<file path="src/rtl/avgp_pkg.sv">
// Shared types and constants for the 4x4 stride-4 average pooling block.
`default_nettype none
package avgp_pkg;

    localparam int MAX_WIDTH  = 1024;
    localparam int MAX_HEIGHT = 4096;
    localparam int GROUPS     = MAX_WIDTH / 4;

    localparam int SAMPLE_W = 16;
    localparam int RUN_W    = SAMPLE_W + 2;   // four samples
    localparam int SUM_W    = SAMPLE_W + 4;   // sixteen samples
    localparam int GRP_W    = $clog2(GROUPS);
    localparam int COL_W    = $clog2(MAX_WIDTH);
    localparam int ROW_W    = $clog2(MAX_HEIGHT);
    localparam int OROW_W   = ROW_W - 2;
    localparam int PLANE_W  = 16;

    localparam int RW_W = 11;
    localparam int FH_W = 13;
    localparam int PC_W = 16;

    localparam int QDEPTH = 4;
    localparam int QPTR_W = $clog2(QDEPTH);
    localparam int QCNT_W = $clog2(QDEPTH + 1);

    localparam int TDATA_W  = 40;
    localparam int PADDR_W  = 4;
    localparam int PDATA_W  = 32;

    typedef enum logic [1:0] {
        REG_ROW_WIDTH    = 2'd0,
        REG_FRAME_HEIGHT = 2'd1,
        REG_PLANE_COUNT  = 2'd2
    } t_reg_idx;

    // One classified pixel, handed from the front to the back.
    typedef struct packed {
        logic signed [SAMPLE_W-1:0] sample;
        logic                       grp_first;
        logic                       grp_last;
        logic                       band_first;
        logic                       band_last;
        logic [GRP_W-1:0]           grp;
        logic [OROW_W-1:0]          orow;
        logic                       eop;
        logic                       eob;
    } t_item;

endpackage
`default_nettype wire

</file>
<file path="src/rtl/avgp_queue.sv">
// Small FIFO of classified pixels between front and back.
`default_nettype none
module avgp_queue (
    input  wire                   i_clk,
    input  wire                   i_rst_n,
    input  wire                   i_push,
    input  avgp_pkg::t_item       i_item,
    output logic                  o_full,
    output logic                  o_valid,
    input  wire                   i_pop,
    output avgp_pkg::t_item       o_item
);

    avgp_pkg::t_item                r_mem [avgp_pkg::QDEPTH];
    logic [avgp_pkg::QPTR_W-1:0]    r_wr, r_rd;
    logic [avgp_pkg::QCNT_W-1:0]    r_count, n_count;

    assign o_full  = (r_count == avgp_pkg::QCNT_W'(avgp_pkg::QDEPTH));
    assign o_valid = (r_count != '0);
    assign o_item  = r_mem[r_rd];

    always_comb begin
        n_count = r_count;
        if (i_push && !i_pop) begin
            n_count = r_count + avgp_pkg::QCNT_W'(1);
        end else if (!i_push && i_pop) begin
            n_count = r_count - avgp_pkg::QCNT_W'(1);
        end
    end

    always_ff @(posedge i_clk) begin
        if (!i_rst_n) begin
            r_wr    <= '0;
            r_rd    <= '0;
            r_count <= '0;
        end else begin
            if (i_push) r_wr <= r_wr + avgp_pkg::QPTR_W'(1);
            if (i_pop)  r_rd <= r_rd + avgp_pkg::QPTR_W'(1);
            r_count <= n_count;
        end
    end

    always_ff @(posedge i_clk) begin
        if (i_push) r_mem[r_wr] <= i_item;
    end

    a_no_overflow: assert property (@(posedge i_clk) disable iff (!i_rst_n)
        !(i_push && o_full && !i_pop))
        else $error("push into full queue");

    a_no_underflow: assert property (@(posedge i_clk) disable iff (!i_rst_n)
        i_pop |-> o_valid)
        else $error("pop from empty queue");

endmodule
`default_nettype wire

</file>
<file path="config.mk">
export PLATFORM = sky130hd
export DESIGN_NAME = avgp_queue
export DESIGN_NICKNAME = d
export VERILOG_FILES = /design/src/rtl/avgp_pkg.sv /design/src/rtl/avgp_queue.sv
export SDC_FILE = /design/constraint.sdc
export NUM_CORES = 1
export LEC_CHECK = 0
export BUFFER_PORTS_ARGS = -buffer_cell sky130_fd_sc_hd__buf_2
export CAP_MARGIN = 20
export CELL_PAD_IN_SITES_DETAIL_PLACEMENT = 1
export CELL_PAD_IN_SITES_GLOBAL_PLACEMENT = 1
export CORE_ASPECT_RATIO = 0.7
export CORE_MARGIN = 2
export CORE_UTILIZATION = 50
export DETAILED_ROUTE_END_ITERATION = 10
export GPL_TIMING_DRIVEN = 0
export PLACE_DENSITY = 0.79
export SYNTH_ARGS = -nofsm -noshare
export SYNTH_HDL_FRONTEND = slang
export SYNTH_SLANG_ARGS = --single-unit
export TNS_END_PERCENT = 10
</file>
<file path="constraint.sdc">
create_clock -name i_clk -period 2.34 [get_ports i_clk]
set_input_delay 0.351 -clock i_clk [delete_from_list [all_inputs] [get_ports i_clk]]
set_output_delay 0.351 -clock i_clk [all_outputs]
set_load 0.02 [all_outputs]
</file>
; ---- Word-level counts from Yosys, hierarchy flattened
; Memories as Yosys holds them, arrays and structs flattened. A register that Yosys moved wholly into a read port is not among the register bits.
; Cells that the tools add are included.
[totals]
register_bits = 7
ramBits = 160
inputBits = 44
word_cells = 21
memories = 1
[classes]
n_addsub = 4
eq_ne = 1
mux = 6
reduce_logical = 6
[mem_list]
columns = name, depth, width, rd, rd_clocked_by_memory_dff, write_ports, line_no
row1 = r_mem, 4, 40, 1, 1, 1, avgp_queue.sv:14  ; avgp_pkg::t_item r_mem [avgp_pkg::QDEPTH];
[op_table]
columns = operator, n
row1 = $mux 3, 2
row2 = $add 2x1->2 const B, 2
row3 = $mux 2, 2
row4 = $add 3x1->3 const B, 1
row5 = $eq 3x3->1 const B, 1
row6 = $reduce_bool 3->1, 1
row7 = $sub 3x1->3 const B, 1
row8 = $logic_and 1x1->1, 2
row9 = $logic_not 1->1, 2
row10 = $mux 1, 2
row11 = $reduce_bool 2->1, 1

; ---- Depth between registers and ports, before layout
[depth]
ltp_word = 4
depth_mapped = 7
ltp_nobuf = 7

; ---- Least setup slack after synthesis
; No wires, ideal clock.
[synth_path]
kind = flip-flop to flip-flop
start = reg r_wr[0] (netlist bit)
end = mem r_mem[2][0] (netlist bit) (enable)
arrival_time_ps = 1509
slack_ps = 430
stages_incl_launch_ff = 4
synth_period_minus_slack_ps = 1910
path_cell_list = dfxtp_1 inv_1 ha_1 and2_1
[synth_lines]
columns = element, line_no
row1 = "start, declared", avgp_queue.sv:15  ; logic [avgp_pkg::QPTR_W-1:0] r_wr, r_rd;
row2 = "start signal, assigned", avgp_queue.sv:37  ; if (i_push) r_wr <= r_wr + avgp_pkg::QPTR_W'(1);
row3 = "end, declared", avgp_queue.sv:14
; Straight into the memory's write port.

==> flow_metrics.tcl <==
set metrics [dict create \
    grt_first_pass_wirelength_um 18100 \
    tightest_slew_ps 663 \
    synth_top_family_by_area "multiplexers" \
    synth.net_count 302 \
    cts_tree "yes" \
    drv_slew 0 \
    synth_warnings 0 \
    num_io_pins 86 \
    area_growth_pct 20.9 \
    period_share 0.902 \
    cts-root-buf "clkbuf_16" \
    setup_viol 0 \
    critPathTopFamily "multiplexers" \
    whs_ps 142 \
    postCtsHoldBufs 0 \
    cts.path.max_buffers 2 \
    critPathSlowestCell "mux4_2" \
    h-tree-depth 4 \
    start_util 0.508 \
    rows 34 \
    rsz0062_at_grt "no" \
    worstPathCellList "buf_6 -> buf_12 -> mux4_2 -> buf_2" \
    place.port_buffers 85 \
    cp.arrival_ps 1760 \
    insertion_delay_ps 420 \
    vias 2899 \
    synth-xor-area-share 0.00699 \
    synth_fa_ha_area_frac 0.0132 \
    grt_pass1_vias 3240 \
    finalWeightedCongestion 0.657 \
    min_path_type "primary input to flip-flop" \
    syn_inst 252 \
    finalHoldViolCount 0 \
    die_area_um2 13500 \
    synthMuxAreaShare 0.147 \
    post_cts_buffers 0 \
    synth-compound-area-share 0.00200 \
    critPathKind "flip-flop to output pin" \
    antenna_found_initial 2 \
    drive_gt1_frac 0.458 \
    wirelength_um 11700 \
    design_area_um2 7570 \
    critPathMaxFanout 10 \
    outcome "finished clean" \
    cts_sinks 169 \
    drt_iter0_markers 172 \
    first_pass_iters 4 \
    clock_skew_ps 4.62 \
    core_area_um2 12300 \
    cp.required_ps 1990 \
    ys_seq_elements 169 \
    fmax_mhz 474 \
    min_period_ps 2110 \
    p_leak_nw 2.60 \
    synth_simple_gate_area_frac 0.0148 \
    final_core_util 0.614 \
    grt.overflow.total 0 \
    syn_avg_cell_area_um2 24.9 \
    critPathMaxStageDelay_ps 530 \
    seq_area_frac_synth 0.796 \
    relSlewSlack 0.558 \
    syn_area_um2 6260 \
    ant_nets 0 \
    power_per_cell_area_nw_per_um2 930 \
    cp-end-kind "output pin" \
    wl_per_cell_um 21.8 \
    clk_pin_slew_ps 60 \
    die_w_um 138 \
    grt_max_degree 23 \
    dpl.hpwl_um 7400 \
    ir_worst_vdd_v 0.000550 \
    grt_use_total 0.192 \
    postCtsResizedCells 0 \
    netlist-cell-type-count 19 \
    drc_errors 0 \
    viasPerCell 5.41 \
    max_cap_violations 0 \
    fin_nets 410 \
    cts_buffers 17 \
    startpoint_type "flip-flop" \
    die_y_um 97.6 \
    path_buf_inv 3 \
    place_area_um2 6990 \
]
synth_stat cells:
cell | instances | area share
and2_1 | 9 | 0.0090
buf_2 | 4 | 0.0032
buf_6 | 1 | 0.0018
xor2_1 | 3 | 0.0042
inv_1 | 4 | 0.0024
a21boi_0 | 1 | 0.0012
mux4_2 | 40 | 0.14
dfxtp_1 | 9 | 0.029
nor3b_1 | 1 | 0.0012
fa_1 | 1 | 0.0032
ha_1 | 5 | 0.010
o21ai_0 | 1 | 0.00080
buf_12 | 4 | 0.013
mux2i_1 | 2 | 0.0032
nor2b_1 | 2 | 0.0020
nand2_1 | 1 | 0.00060
edfxtp_1 | 160 | 0.77
or3_1 | 2 | 0.0020
xnor2_1 | 2 | 0.0028
final cells by class:
type / instances / area, um2
Inverter: 4 / 15.0
Multi-Input combinational cell: 70 / 1160
Fill cell: 1065 / 4770
Timing Repair Buffer: 89 / 520
Antenna cell: 1 / 2.50
Tap cell: 162 / 203
Sequential cell: 169 / 4980
Buffer: 9 / 111
Clock buffer: 18 / 429
Clock inverter: 14 / 146
worst reg2reg max path: cells and delay by family, from the launching register on:
kind          cells  cell delay (ps)
fa+ha+maj         1              160
flops             1              410
buf+inv           1              270
simple gates      1              570
path summary, 6_finish.rpt:
| check | start | cells past startpoint | to | slack [ps] |
|---|---|---|---|---|
| worst max-delay path | flip-flop | 4 | o_item[17] | 230 |
| worst min-delay path | i_item[13] | 1 | r_mem[3][13] | 140 |
| worst max register to register | r_wr[0] | 3 | r_mem[3][32] | 620 |
| worst min register to register | r_count[2] | 2 | r_count[2] | 520 |
sequential cells by signal, summed over array words and instances (netlist names), named ones only:
register	cells
r_mem	160
r_count	3
r_wr	2
r_rd	2
metal layers:
metal	global-route usage	wire, um	part of all wire	vias to the layer above
met1	0.248	4840	0.42	1517
met4	0.0706	184	0.016	2
met5	0	13	0.0011	-
met3	0.0767	810	0.069	21
met2	0.297	5810	0.50	91
li1	-	-	-	1268
metrics by stage:
stage	setup WS, ps	setup TNS, ps	instances	power, mW
2_1_floorplan	430	0	252	4.09
3_3_place_gp	-295	-43790	499	4.34
3_5_place_dp	474	0	503	4.39
4_1_cts	187	0	535	7.13
5_1_grt	144	0	535	7.30
6_report	229	0	536	7.04
kinds of logic (layout without fill, tap and decap cells):
logic type / after synthesis / in the layout
AOI/OAI and AO/OA: 2 / 2
xor gates and xnor gates: 5 / 5
adders and majority gates: 6 / 6
buffers and inverters: 13 / 134
DFF: 169 / 169
muxes: 42 / 42
other: 0 / 1
and+or+nand+nor: 15 / 15
cell usage in the layout, fill, tap and decap left out, types with 2 or more instances in the layout:
master      synthesis  routed
buf_16              0       2
mux2i_1             2       2
clkbuf_16           0      17
clkinv_4            0       2
clkinvlp_4          0       4
and2_1              9       5
xnor2_1             2       2
dfxtp_1             9       9
ha_1                5       5
inv_6               0       3
and2_2              0       4
inv_1               4       4
clkinv_1            0       2
or3_1               2       2
nor2b_1             2       2
buf_2               4      89
edfxtp_1          160     160
mux4_2             40      40
xor2_1              3       3
bufinv_16           0       2
buf_12              4       6
power breakdown:
| part | total [mW] | switching, mW | internal (mW) |
|---|---|---|---|
| Combinational | 0.790 | 0.445 | 0.344 |
| Sequential | 3.52 | 0.0477 | 3.47 |
| Clock | 2.74 | 1.16 | 1.57 |
| Total | 7.04 | 1.66 | 5.39 |
No activity file was read; power rests on OpenSTA's default activity.
