File: config.mk
export PLATFORM = sky130hd
export DESIGN_NAME = avgp_front
export DESIGN_NICKNAME = d
export VERILOG_FILES = /design/src/rtl/avgp_pkg.sv /design/src/rtl/avgp_front.sv
export SDC_FILE = /design/constraint.sdc
export NUM_CORES = 1
export LEC_CHECK = 0
export BUFFER_PORTS_ARGS = -buffer_cell sky130_fd_sc_hd__buf_2
export CAP_MARGIN = 15
export CORE_ASPECT_RATIO = 0.6
export CORE_MARGIN = 2
export CORE_UTILIZATION = 52
export CTS_BUF_LIST = sky130_fd_sc_hd__clkbuf_4 sky130_fd_sc_hd__clkbuf_8
export CTS_CLUSTER_DIAMETER = 40
export DETAILED_ROUTE_END_ITERATION = 8
export PLACE_DENSITY = 0.78
export SLEW_MARGIN = 30
export SYNTH_ARGS = -nofsm -noshare
export SYNTH_HDL_FRONTEND = slang
export SYNTH_SLANG_ARGS = --single-unit
File: constraint.sdc
create_clock -name i_clk -period 10.2 [get_ports i_clk]
set_input_delay 2.04 -clock i_clk [delete_from_list [all_inputs] [get_ports i_clk]]
set_output_delay 2.04 -clock i_clk [all_outputs]
set_load 0.01 [all_outputs]
File: src/rtl/avgp_pkg.sv
// Shared types and constants for the 4x4 stride-4 average pooling block.
`default_nettype none
package avgp_pkg;

    localparam int MAX_WIDTH  = 1024;
    localparam int MAX_HEIGHT = 4096;
    localparam int GROUPS     = MAX_WIDTH / 4;

    localparam int SAMPLE_W = 16;
    localparam int RUN_W    = SAMPLE_W + 2;   // four samples
    localparam int SUM_W    = SAMPLE_W + 4;   // sixteen samples
    localparam int GRP_W    = $clog2(GROUPS);
    localparam int COL_W    = $clog2(MAX_WIDTH);
    localparam int ROW_W    = $clog2(MAX_HEIGHT);
    localparam int OROW_W   = ROW_W - 2;
    localparam int PLANE_W  = 16;

    localparam int RW_W = 11;
    localparam int FH_W = 13;
    localparam int PC_W = 16;

    localparam int QDEPTH = 4;
    localparam int QPTR_W = $clog2(QDEPTH);
    localparam int QCNT_W = $clog2(QDEPTH + 1);

    localparam int TDATA_W  = 40;
    localparam int PADDR_W  = 4;
    localparam int PDATA_W  = 32;

    typedef enum logic [1:0] {
        REG_ROW_WIDTH    = 2'd0,
        REG_FRAME_HEIGHT = 2'd1,
        REG_PLANE_COUNT  = 2'd2
    } t_reg_idx;

    // One classified pixel, handed from the front to the back.
    typedef struct packed {
        logic signed [SAMPLE_W-1:0] sample;
        logic                       grp_first;
        logic                       grp_last;
        logic                       band_first;
        logic                       band_last;
        logic [GRP_W-1:0]           grp;
        logic [OROW_W-1:0]          orow;
        logic                       eop;
        logic                       eob;
    } t_item;

endpackage
`default_nettype wire

File: src/rtl/avgp_front.sv
// Front end: position counters and per-pixel classification.
`default_nettype none
module avgp_front (
    input  wire                              i_clk,
    input  wire                              i_rst_n,
    input  wire                              i_valid,
    input  wire                              i_ready,
    input  wire  [avgp_pkg::SAMPLE_W-1:0]    i_sample,
    input  wire  [avgp_pkg::RW_W-1:0]        i_row_width,
    input  wire  [avgp_pkg::FH_W-1:0]        i_frame_height,
    input  wire  [avgp_pkg::PC_W-1:0]        i_plane_count,
    output logic                             o_push,
    output avgp_pkg::t_item                  o_item
);

    logic [avgp_pkg::COL_W-1:0]   r_col,   n_col;
    logic [avgp_pkg::ROW_W-1:0]   r_row,   n_row;
    logic [avgp_pkg::PLANE_W-1:0] r_plane, n_plane;

    logic [avgp_pkg::RW_W-1:0]    w_floor, w_eff, w_m1;
    logic [avgp_pkg::FH_W-1:0]    h_floor, h_eff, h_m1;
    logic [avgp_pkg::PC_W-1:0]    pc_m1;
    logic                         last_col, last_row, last_plane;

    always_comb begin
        w_floor = {i_row_width[avgp_pkg::RW_W-1:2], 2'b00};
        if (w_floor < avgp_pkg::RW_W'(4)) begin
            w_eff = avgp_pkg::RW_W'(4);
        end else if (w_floor > avgp_pkg::RW_W'(avgp_pkg::MAX_WIDTH)) begin
            w_eff = avgp_pkg::RW_W'(avgp_pkg::MAX_WIDTH);
        end else begin
            w_eff = w_floor;
        end
        w_m1 = w_eff - avgp_pkg::RW_W'(1);

        h_floor = {i_frame_height[avgp_pkg::FH_W-1:2], 2'b00};
        if (h_floor < avgp_pkg::FH_W'(4)) begin
            h_eff = avgp_pkg::FH_W'(4);
        end else if (h_floor > avgp_pkg::FH_W'(avgp_pkg::MAX_HEIGHT)) begin
            h_eff = avgp_pkg::FH_W'(avgp_pkg::MAX_HEIGHT);
        end else begin
            h_eff = h_floor;
        end
        h_m1 = h_eff - avgp_pkg::FH_W'(1);

        // zero planes counts as one
        pc_m1 = (i_plane_count == '0) ? '0 : i_plane_count - avgp_pkg::PC_W'(1);

        last_col   = avgp_pkg::RW_W'(r_col) >= w_m1;
        last_row   = avgp_pkg::FH_W'(r_row) >= h_m1;
        last_plane = r_plane >= pc_m1;
    end

    assign o_push = i_valid & i_ready;

    always_comb begin
        o_item.sample     = i_sample;
        o_item.grp_first  = (r_col[1:0] == 2'b00);
        o_item.grp_last   = (r_col[1:0] == 2'b11);
        o_item.band_first = (r_row[1:0] == 2'b00);
        o_item.band_last  = (r_row[1:0] == 2'b11);
        o_item.grp        = r_col[avgp_pkg::COL_W-1:2];
        o_item.orow       = r_row[avgp_pkg::ROW_W-1:2];
        o_item.eop        = last_col & last_row;
        o_item.eob        = last_col & last_row & last_plane;
    end

    always_comb begin
        n_col   = r_col;
        n_row   = r_row;
        n_plane = r_plane;
        if (o_push) begin
            if (last_col) begin
                n_col = '0;
                if (last_row) begin
                    n_row   = '0;
                    n_plane = last_plane ? '0 : r_plane + avgp_pkg::PLANE_W'(1);
                end else begin
                    n_row = r_row + avgp_pkg::ROW_W'(1);
                end
            end else begin
                n_col = r_col + avgp_pkg::COL_W'(1);
            end
        end
    end

    always_ff @(posedge i_clk) begin
        if (!i_rst_n) begin
            r_col   <= '0;
            r_row   <= '0;
            r_plane <= '0;
        end else begin
            r_col   <= n_col;
            r_row   <= n_row;
            r_plane <= n_plane;
        end
    end

    // closing pixel of a plane must bring both counters back to the origin
    a_eop_wrap: assert property (@(posedge i_clk) disable iff (!i_rst_n)
        (o_push && o_item.eop) |=> (r_col == '0 && r_row == '0))
        else $error("counters did not wrap after end of plane");

endmodule
`default_nettype wire

# Word level (Yosys, flattened, before mapping)
# Index checks and enable logic that the tools add are counted.
[word_totals]
elab_cells = 34
out_inout_bits = 41
latchBits = 0
mem_bits_ro = 0
reg_bits = 38
mem_bits_rw = 0
inputBits = 60
memories = 0
[op_classes]
n_addsub = 6
bitwise_logic = 3
mul = 0
n_mux = 8
n_reduce_logical = 5
magnitude_cmp = 7
n_eq_ne = 2
shifts = 0
div_mod_pow = 0
[op_table]
columns = ["operator", "count"]
rows = [
  ["$mux 16", 2],
  ["$mux 13", 2],
  ["$mux 11", 2],
  ["$add 16x1->16 const B", 1],
  ["$ge 16x16->1", 1],
  ["$logic_not 16->1", 1],
  ["$sub 16x1->16 const B", 1],
  ["$ge 12x13->1", 1],
  ["$gt 13x13->1 const B", 1],
  ["$lt 13x3->1 const B", 1],
  ["$sub 13x1->13 const B", 1],
  ["$add 12x1->12 const B", 1],
  ["$mux 12", 1],
  ["$ge 10x11->1", 1],
  ["$gt 11x11->1 const B", 1],
  ["$lt 11x3->1 const B", 1],
  ["$sub 11x1->11 const B", 1],
  ["$add 10x1->10 const B", 1],
  ["$mux 10", 1],
  ["$eq 2x2->1 const B", 2],
  ["$logic_not 2->1", 2],
  ["$and 1x1->1", 3],
  ["$reduce_and 3->1", 1],
  ["$reduce_and 2->1", 1],
]

# Longest topological paths before layout
# Gate-level depths: netlist of run 1.
[logic_depth]
word_depth = 7
ltp_mapped = 18
depth_no_buf = 15

# Worst setup path after synthesis of run 1
# OpenSTA, ideal clock, no wires.
[synth_timing]
path_kind = "input-to-output"
from = "input port i_plane_count[5] in the netlist's numbering"
to = "output port o_item[0] in the netlist's numbering"
required_ps = 8160
arrival_ps = 5172
cell_stages = 12
path_buffers = 3
setup_slack_ps = 2988
cell_sequence = "or4_1 > nor4_1 > nand3_1 > clkbuf_1 > nand2_1 > ha_1 > a22o_1 > o41ai_1 > a21o_1 > clkbuf_1 > buf_1 > nor3_1"
[synth_lines]
columns = ["item", "line_no", "rtl"]
rows = [
  ["start: declaration", "avgp_front.sv:11", "input wire [avgp_pkg::PC_W-1:0] i_plane_count,"],
  ["end: declaration", "avgp_front.sv:13", "output avgp_pkg::t_item o_item"],
]

==> results of run 1 <==
## per-stage QoR
step	hold slack, ps	util (%)	power [mW]
floorplan	462	-	0.191
global placement	485	56.2	0.203
detailed placement	499	56.2	0.206
CTS	518	57.3	0.302
global route	543	57.3	0.315
finish	519	57.3	0.301
## report_power, final
part / switching (mW) / internal, mW / total, mW / leakage, nW
clock: 0.0521 / 0.0459 / 0.0980 / 0.0438
sequential: 0.000737 / 0.149 / 0.149 / 0.306
combinational: 0.0317 / 0.0218 / 0.0535 / 1.25
## state kept, by name (all words and copies together) (netlist names)
signal / cells
r_plane: 16
r_col: 10
r_row: 12
## layout by cell type, fill, tap and decap left out, types with 5 or more instances in the layout
cell,Yosys,final
nand2_1,65,65
buf_2,3,64
nor2_1,46,46
ha_1,42,42
dfxtp_1,38,38
a21oi_1,31,31
nand3_1,26,26
nor3_1,23,23
inv_1,19,19
or3_1,18,18
o21ai_0,16,16
xor2_1,16,16
xnor2_1,13,13
nand4_1,13,13
o22ai_1,11,11
or4_1,7,7
a31oi_1,6,6
a211oi_1,6,6
nor4_1,5,5
nand2b_1,5,5
clkbuf_8,0,5
## worst paths after layout
kind                          from    endpoint  slack (ps)  depth (start not counted)
hold / removal            r_col[1]    r_col[1]         520                          2
setup reg to reg        r_plane[0]  r_plane[8]        7120                          8
setup / recovery  i_plane_count[5]   o_item[0]        2050                         12
hold reg to reg           r_col[1]    r_col[1]         520                          2
## cells by family after synthesis
family / share of synthesized area [%]
buffers and inverters: 10.5
DFF: 20.6
adders and majority gates: 14.2
muxes: 0.271
xor gates and xnor gates: 6.87
and+or+nand+nor: 30.8
AOI/OAI and AO/OA: 16.9
## metal layers
| layer | up-vias | part of all wire (%) |
|---|---|---|
| li1 | 1841 | - |
| met1 | 1694 | 49 |
| met2 | 154 | 42 |
| met3 | 12 | 7.4 |
| met4 | 0 | 1.0 |
| met5 | - | 0 |
## worst max-delay path: stages
cell	delay (ps)
buf_2	110
or4_1	590
nor4_1	730
nand3_1	540
nand2b_1	210
ha_1	250
o211ai_1	180
a21oi_1	60
o41ai_1	490
a21o_1	570
nor3_1	160
buf_2	180
## area by class of cell
| type | count | area [µm²] | area share (%) |
|---|---|---|---|
| clock buffers | 5 | 68.8 | 1.77 |
| clock inverters | 2 | 10.0 | 0.257 |
| inverters | 20 | 75.1 | 1.93 |
| multi-input cells | 401 | 2550 | 65.5 |
| flip-flops and latches | 38 | 761 | 19.5 |
| well taps | 87 | 109 | 2.80 |
| repair buffers | 64 | 320 | 8.23 |
==> parameters.txt, run 1 <==
Parameter                              Value

Run status
  Outcome    complete, but fails checks
  Failing checks    DRC

Clock tree
  Clock transition at the registers of the reported paths    70 ps
  Hold buffers post-CTS    0
  TritonCTS buffer count    5
  Sinks on Clock Net    38
  Post-CTS Setup Bufs    0
  CTS Root Buffer Type    clkbuf_8
  Post-CTS sizing    0
  Skew-Pair Late Insertion Delay    280 ps
  Clock buffer depth    2
  TritonCTS clock tree    built
  Level count of the clock H-tree    2

Timing
  Crit path time final    8150 ps
  Count of final setup violators    0
  Max transition margin    38.2%
  Worst-case clock skew    7.52 ps
  Worst Tran Pin Value    918 ps
  Final clock period utilization by the worst path    79.9%
  Achievable clock frequency    0.123 GHz
  Aggregate negative setup slack    0 ps
  Setup repair after global routing missed its margin    false
  Worst setup margin    2050 ps
  Number of max-slew violations in the final report    0
  Hold Vio Cnt, Final    0

Placed design
  Setup slack after placement    2200 ps
  Placed inst area    3810 µm²
  PortBufs    64
  Post-detail-place hpwl    7.07 mm
  Number of placed cells counting well taps    610
  Weighted congestion at the end of routability-driven global placement    0.840

Global routing
  Final global-route overflow total    0
  Met3 GRT Util    4.46%
  Antenna violations before repair    0
  Largest net degree at the start of global routing    22
  Global-route wire length before repair    14.6 mm
  Global routing usage on met1    33.0%
  Busiest grt layer    met1
  Global routing usage on met2    32.1%
  Total global-route track usage    21.9%
  Vias in the first global route    3,159

Synth
  Ranking of synthesized cells by area    dfxtp_1, ha_1, buf_4, nand2_1, nor2_1
  Syn Inst Count    507
  Area of the mapped netlist    3700 µm²
  Number of warnings issued by yosys    0
  Yosys top cell by area    dfxtp_1
  Post-Syn Nets    609
  Proportion of synthesized chip area in sequential cells    20.6%
  Share of synthesized registers carrying an async set or reset    0%
  Number of enable-type register cells in the synthesized netlist    0
  Commonest cells in the synthesized netlist    nand2_1, nor2_1, ha_1
  Most numerous cell in the Yosys netlist    nand2_1
  Syn_area_per_cell    7.29 µm²
  Register bit count reported by yosys    38
  Distinct cell type count of the synthesized netlist    55
  Fraction of synthesized cell area taken by the top area cell type    20.6%
  Top flip-flop cell by instance count after synthesis    dfxtp_1

Layout
  Count of fill cells added during filler insertion    650
  Total number of nets in the final design    632
  Non-Filler Cell Area, Final    3890 µm²
  Antenna cell count    0
  Share of layout cells above drive strength 1    14.5%
  Signed area change from the synthesized netlist to the final layout    5.31%
  Number of cells in the finished layout apart from fillers    617

Detailed routing
  Number of search-and-repair iterations in the first detailed-routing pass    7
  Final Routed Wirelength    8.97 mm
  Vias after detailed routing    3,701
  DRT antenna net count    0
  Drt wl/cell    14.5 µm
  Vias per std cell    6.00
  Iter 0 DRT Violations    359
  Residual DRC count    5

Die
  Core area    6790 µm²
  Die area    7820 µm²
  Width of the die    113 µm
  Std-Cell Rows    23
  DIE HEIGHT    69.3 µm
  Top-level I/O count    101
  Initial core utilization    54.4%

Critical path
  Worst Setup End Kind    output pin
  Nature of the critical path startpoint    input pin
  Signal arrival time at the worst endpoint    6110 ps
  Data required time of the worst path    8160 ps
  Maximum net fanout on the critical path    18
  WS Path Type    input pin to output pin

Run
  Max_cap viols    0

Pwr
  Worst voltage drop across the vdd grid    0.0537 mV
  Static power due to leakage    1.60 nW
  Power per standard cell area    77.3 nW/µm²

Worst hold path
  Class of the most critical hold timing path    flop to flop
Note: power is estimated with default switching activity, not from simulation.
==> inputs of run 2 (changes only) <==
--- a/config.mk
+++ b/config.mk
@@ -9,11 +9,11 @@
 export CAP_MARGIN = 15
 export CORE_ASPECT_RATIO = 0.6
 export CORE_MARGIN = 2
-export CORE_UTILIZATION = 52
+export CORE_UTILIZATION = 50
 export CTS_BUF_LIST = sky130_fd_sc_hd__clkbuf_4 sky130_fd_sc_hd__clkbuf_8
 export CTS_CLUSTER_DIAMETER = 40
 export DETAILED_ROUTE_END_ITERATION = 8
-export PLACE_DENSITY = 0.78
+export PLACE_DENSITY = 0.79
 export SLEW_MARGIN = 30
 export SYNTH_ARGS = -nofsm -noshare
 export SYNTH_HDL_FRONTEND = slang
==> constraint.sdc (replaced) <==
create_clock -name i_clk -period 7.3 [get_ports i_clk]
set_input_delay 1.46 -clock i_clk [delete_from_list [all_inputs] [get_ports i_clk]]
set_output_delay 1.46 -clock i_clk [all_outputs]
set_load 0.01 [all_outputs]
==> run 2 against run 1 <==
The run now ends clean. Largest cell class unchanged. Clock power increased by 43%. Largest power group unchanged. Sequential power is 40% higher. Die area is 3.8% higher.
==> parameters.txt, run 2 (synthesis results as in run 1) <==
Parameter                              Value

Run status
  Outcome    complete, no violations

Timing
  Final clock period utilization by the worst path    86.1%
  Max transition margin    52.4%
  Worst hold margin    511 ps
  Hold Vio Cnt, Final    0
  Aggregate negative setup slack    0 ps
  Achievable clock frequency    0.159 GHz
  Crit path time final    6290 ps
  Worst Tran Pin Value    713 ps
  Number of max-slew violations in the final report    0
  Worst-case clock skew    6.27 ps
  Setup repair after global routing missed its margin    false
  Count of final setup violators    0
  Worst setup margin    1010 ps

Pwr
  Sw power    121 µW
  Gate power share    17.6%
  Worst voltage drop across the vdd grid    0.0711 mV
  Part of the power in the clock network    33.1%
  Sw frac    28.6%
  Static power due to leakage    1.62 nW
  Reg power frac    49.3%
  Power per standard cell area    108 nW/µm²
  Power Total    424 µW
  Internal Dissipation    303 µW

Die
  DIE HEIGHT    70.6 µm
  Initial core utilization    51.3%
  Core area    7210 µm²
  Die area    8120 µm²
  Top-level I/O count    101
  Std-Cell Rows    24
  Width of the die    115 µm

Layout
  Signed area change from the synthesized netlist to the final layout    6.06%
  Share of layout cells above drive strength 1    15.0%
  Commonest non-fill, non-tap cells in the layout    nand2_1, buf_2, nor2_1, ha_1, dfxtp_1
  Antenna cell count    0
  Total number of nets in the final design    635
  Number of cells in the finished layout apart from fillers    624
  Most common library cell in the layout ignoring fill and taps    nand2_1
  Largest register by flop count    r_plane
  Number of flip-flops under the largest register name    16
  Leading registers by flop count    r_plane x16, r_row x12, r_col x10

Detailed routing
  Drt wl/cell    14.0 µm
  Iter 0 DRT Violations    269
  DRT antenna net count    0
  Residual DRC count    0
  Vias per std cell    5.86
  Final Routed Wirelength    8.72 mm
  Number of search-and-repair iterations in the first detailed-routing pass    6
  Vias after detailed routing    3,659

Critical path
  Signal arrival time at the worst endpoint    4830 ps
  Worst flop-to-flop path startpoint    r_col[2]
  Slowest cell on the critical path    nor4_1
  Nature of the critical path startpoint    input pin
  Ordered cell list for the critical path    buf_2 -> nor4_1 -> nand2_1 -> nor2_1 -> o21ai_0 -> ha_1 -> o31ai_1 -> o21ai_0 -> a22oi_1 -> ha_1 -> a2111o_1 -> a221oi_1 -> or2_2 -> nor3_1 -> buf_2
  Crit path launch    i_frame_height[5]
  WS Path Type    input pin to output pin
  Worst Setup End Kind    output pin
  Maximum net fanout on the critical path    11
  Data required time of the worst path    5840 ps
  FF-to-FF setup slack    4350 ps
  Worst path bufs/invs    2
  CP delay by family, top    compound AO/OA/AOI/OAI gates
  Slowest cell delay on critical path    550 ps

Placed design
  Post-detail-place hpwl    6.80 mm
  Number of placed cells counting well taps    617
  PortBufs    64
  Setup slack after placement    1020 ps
  Weighted congestion at the end of routability-driven global placement    0.837

Clock tree
  Level count of the clock H-tree    2
  Clock buffer depth    2
  Skew-Pair Late Insertion Delay    290 ps
  TritonCTS clock tree    built
  Post-CTS Setup Bufs    0
  CTS Root Buffer Type    clkbuf_8
  Clock transition at the registers of the reported paths    70 ps
  Hold buffers post-CTS    0
  Post-CTS sizing    0
  Sinks on Clock Net    38
  TritonCTS buffer count    5

Global routing
  Antenna violations before repair    0
  Final global-route overflow total    0
  Global-route wire length before repair    14.5 mm
  Total global-route track usage    21.7%
  Largest net degree at the start of global routing    22
  Vias in the first global route    3,241

Worst hold path
  Hold Startpoint    r_col[1]
  Class of the most critical hold timing path    flop to flop

Run
  Max_cap viols    0
run 2: worst register-to-register path: stages (launching register included):
cell and delay (ps):
dfxtp_1 450, ha_1 220, o211ai_1 100, o21ai_0 260
a221oi_2 110, buf_4 180, or4_1 830, or4_1 580
a31oi_1 160
run 2: layout make-up:
cell class | count | area [µm²]
fillers | 684 | 3290
inverters | 20 | 75.1
clock buffers | 5 | 68.8
flip-flops and latches | 38 | 761
clock inverters | 2 | 10.0
multi-input cells | 401 | 2550
well taps | 91 | 114
repair buffers | 67 | 343
run 2: through the flow:
step                utilization [%]  area [µm²]
floorplan                         -        3700
global placement               53.3        3840
detailed placement             53.3        3840
CTS                            54.4        3920
global route                   54.4        3920
finish                         54.4        3920
run 2: power groups by stage:
stage | registers, mW | clock network [mW] | logic [mW]
floorplan | 0.213 | 0 | 0.0541
finish | 0.209 | 0.140 | 0.0747
global placement | 0.214 | 0 | 0.0704
CTS | 0.209 | 0.142 | 0.0742
detailed placement | 0.214 | 0 | 0.0737
global route | 0.209 | 0.154 | 0.0844
run 2: worst paths after layout:
kind,to,cells after the start
hold reg to reg,r_col[1],2
hold / removal,r_col[1],2
setup / recovery,o_item[0],15
setup reg to reg,r_plane[13],8
run 2: routing by layer:
layer | up-vias | part of all wire, % | GRT usage [%]
met5 | - | 0 | 0
met3 | 9 | 6.5 | 5.83
met1 | 1697 | 50 | 31.2
met2 | 102 | 43 | 32.4
li1 | 1851 | - | -
met4 | 0 | 0.83 | 4.95
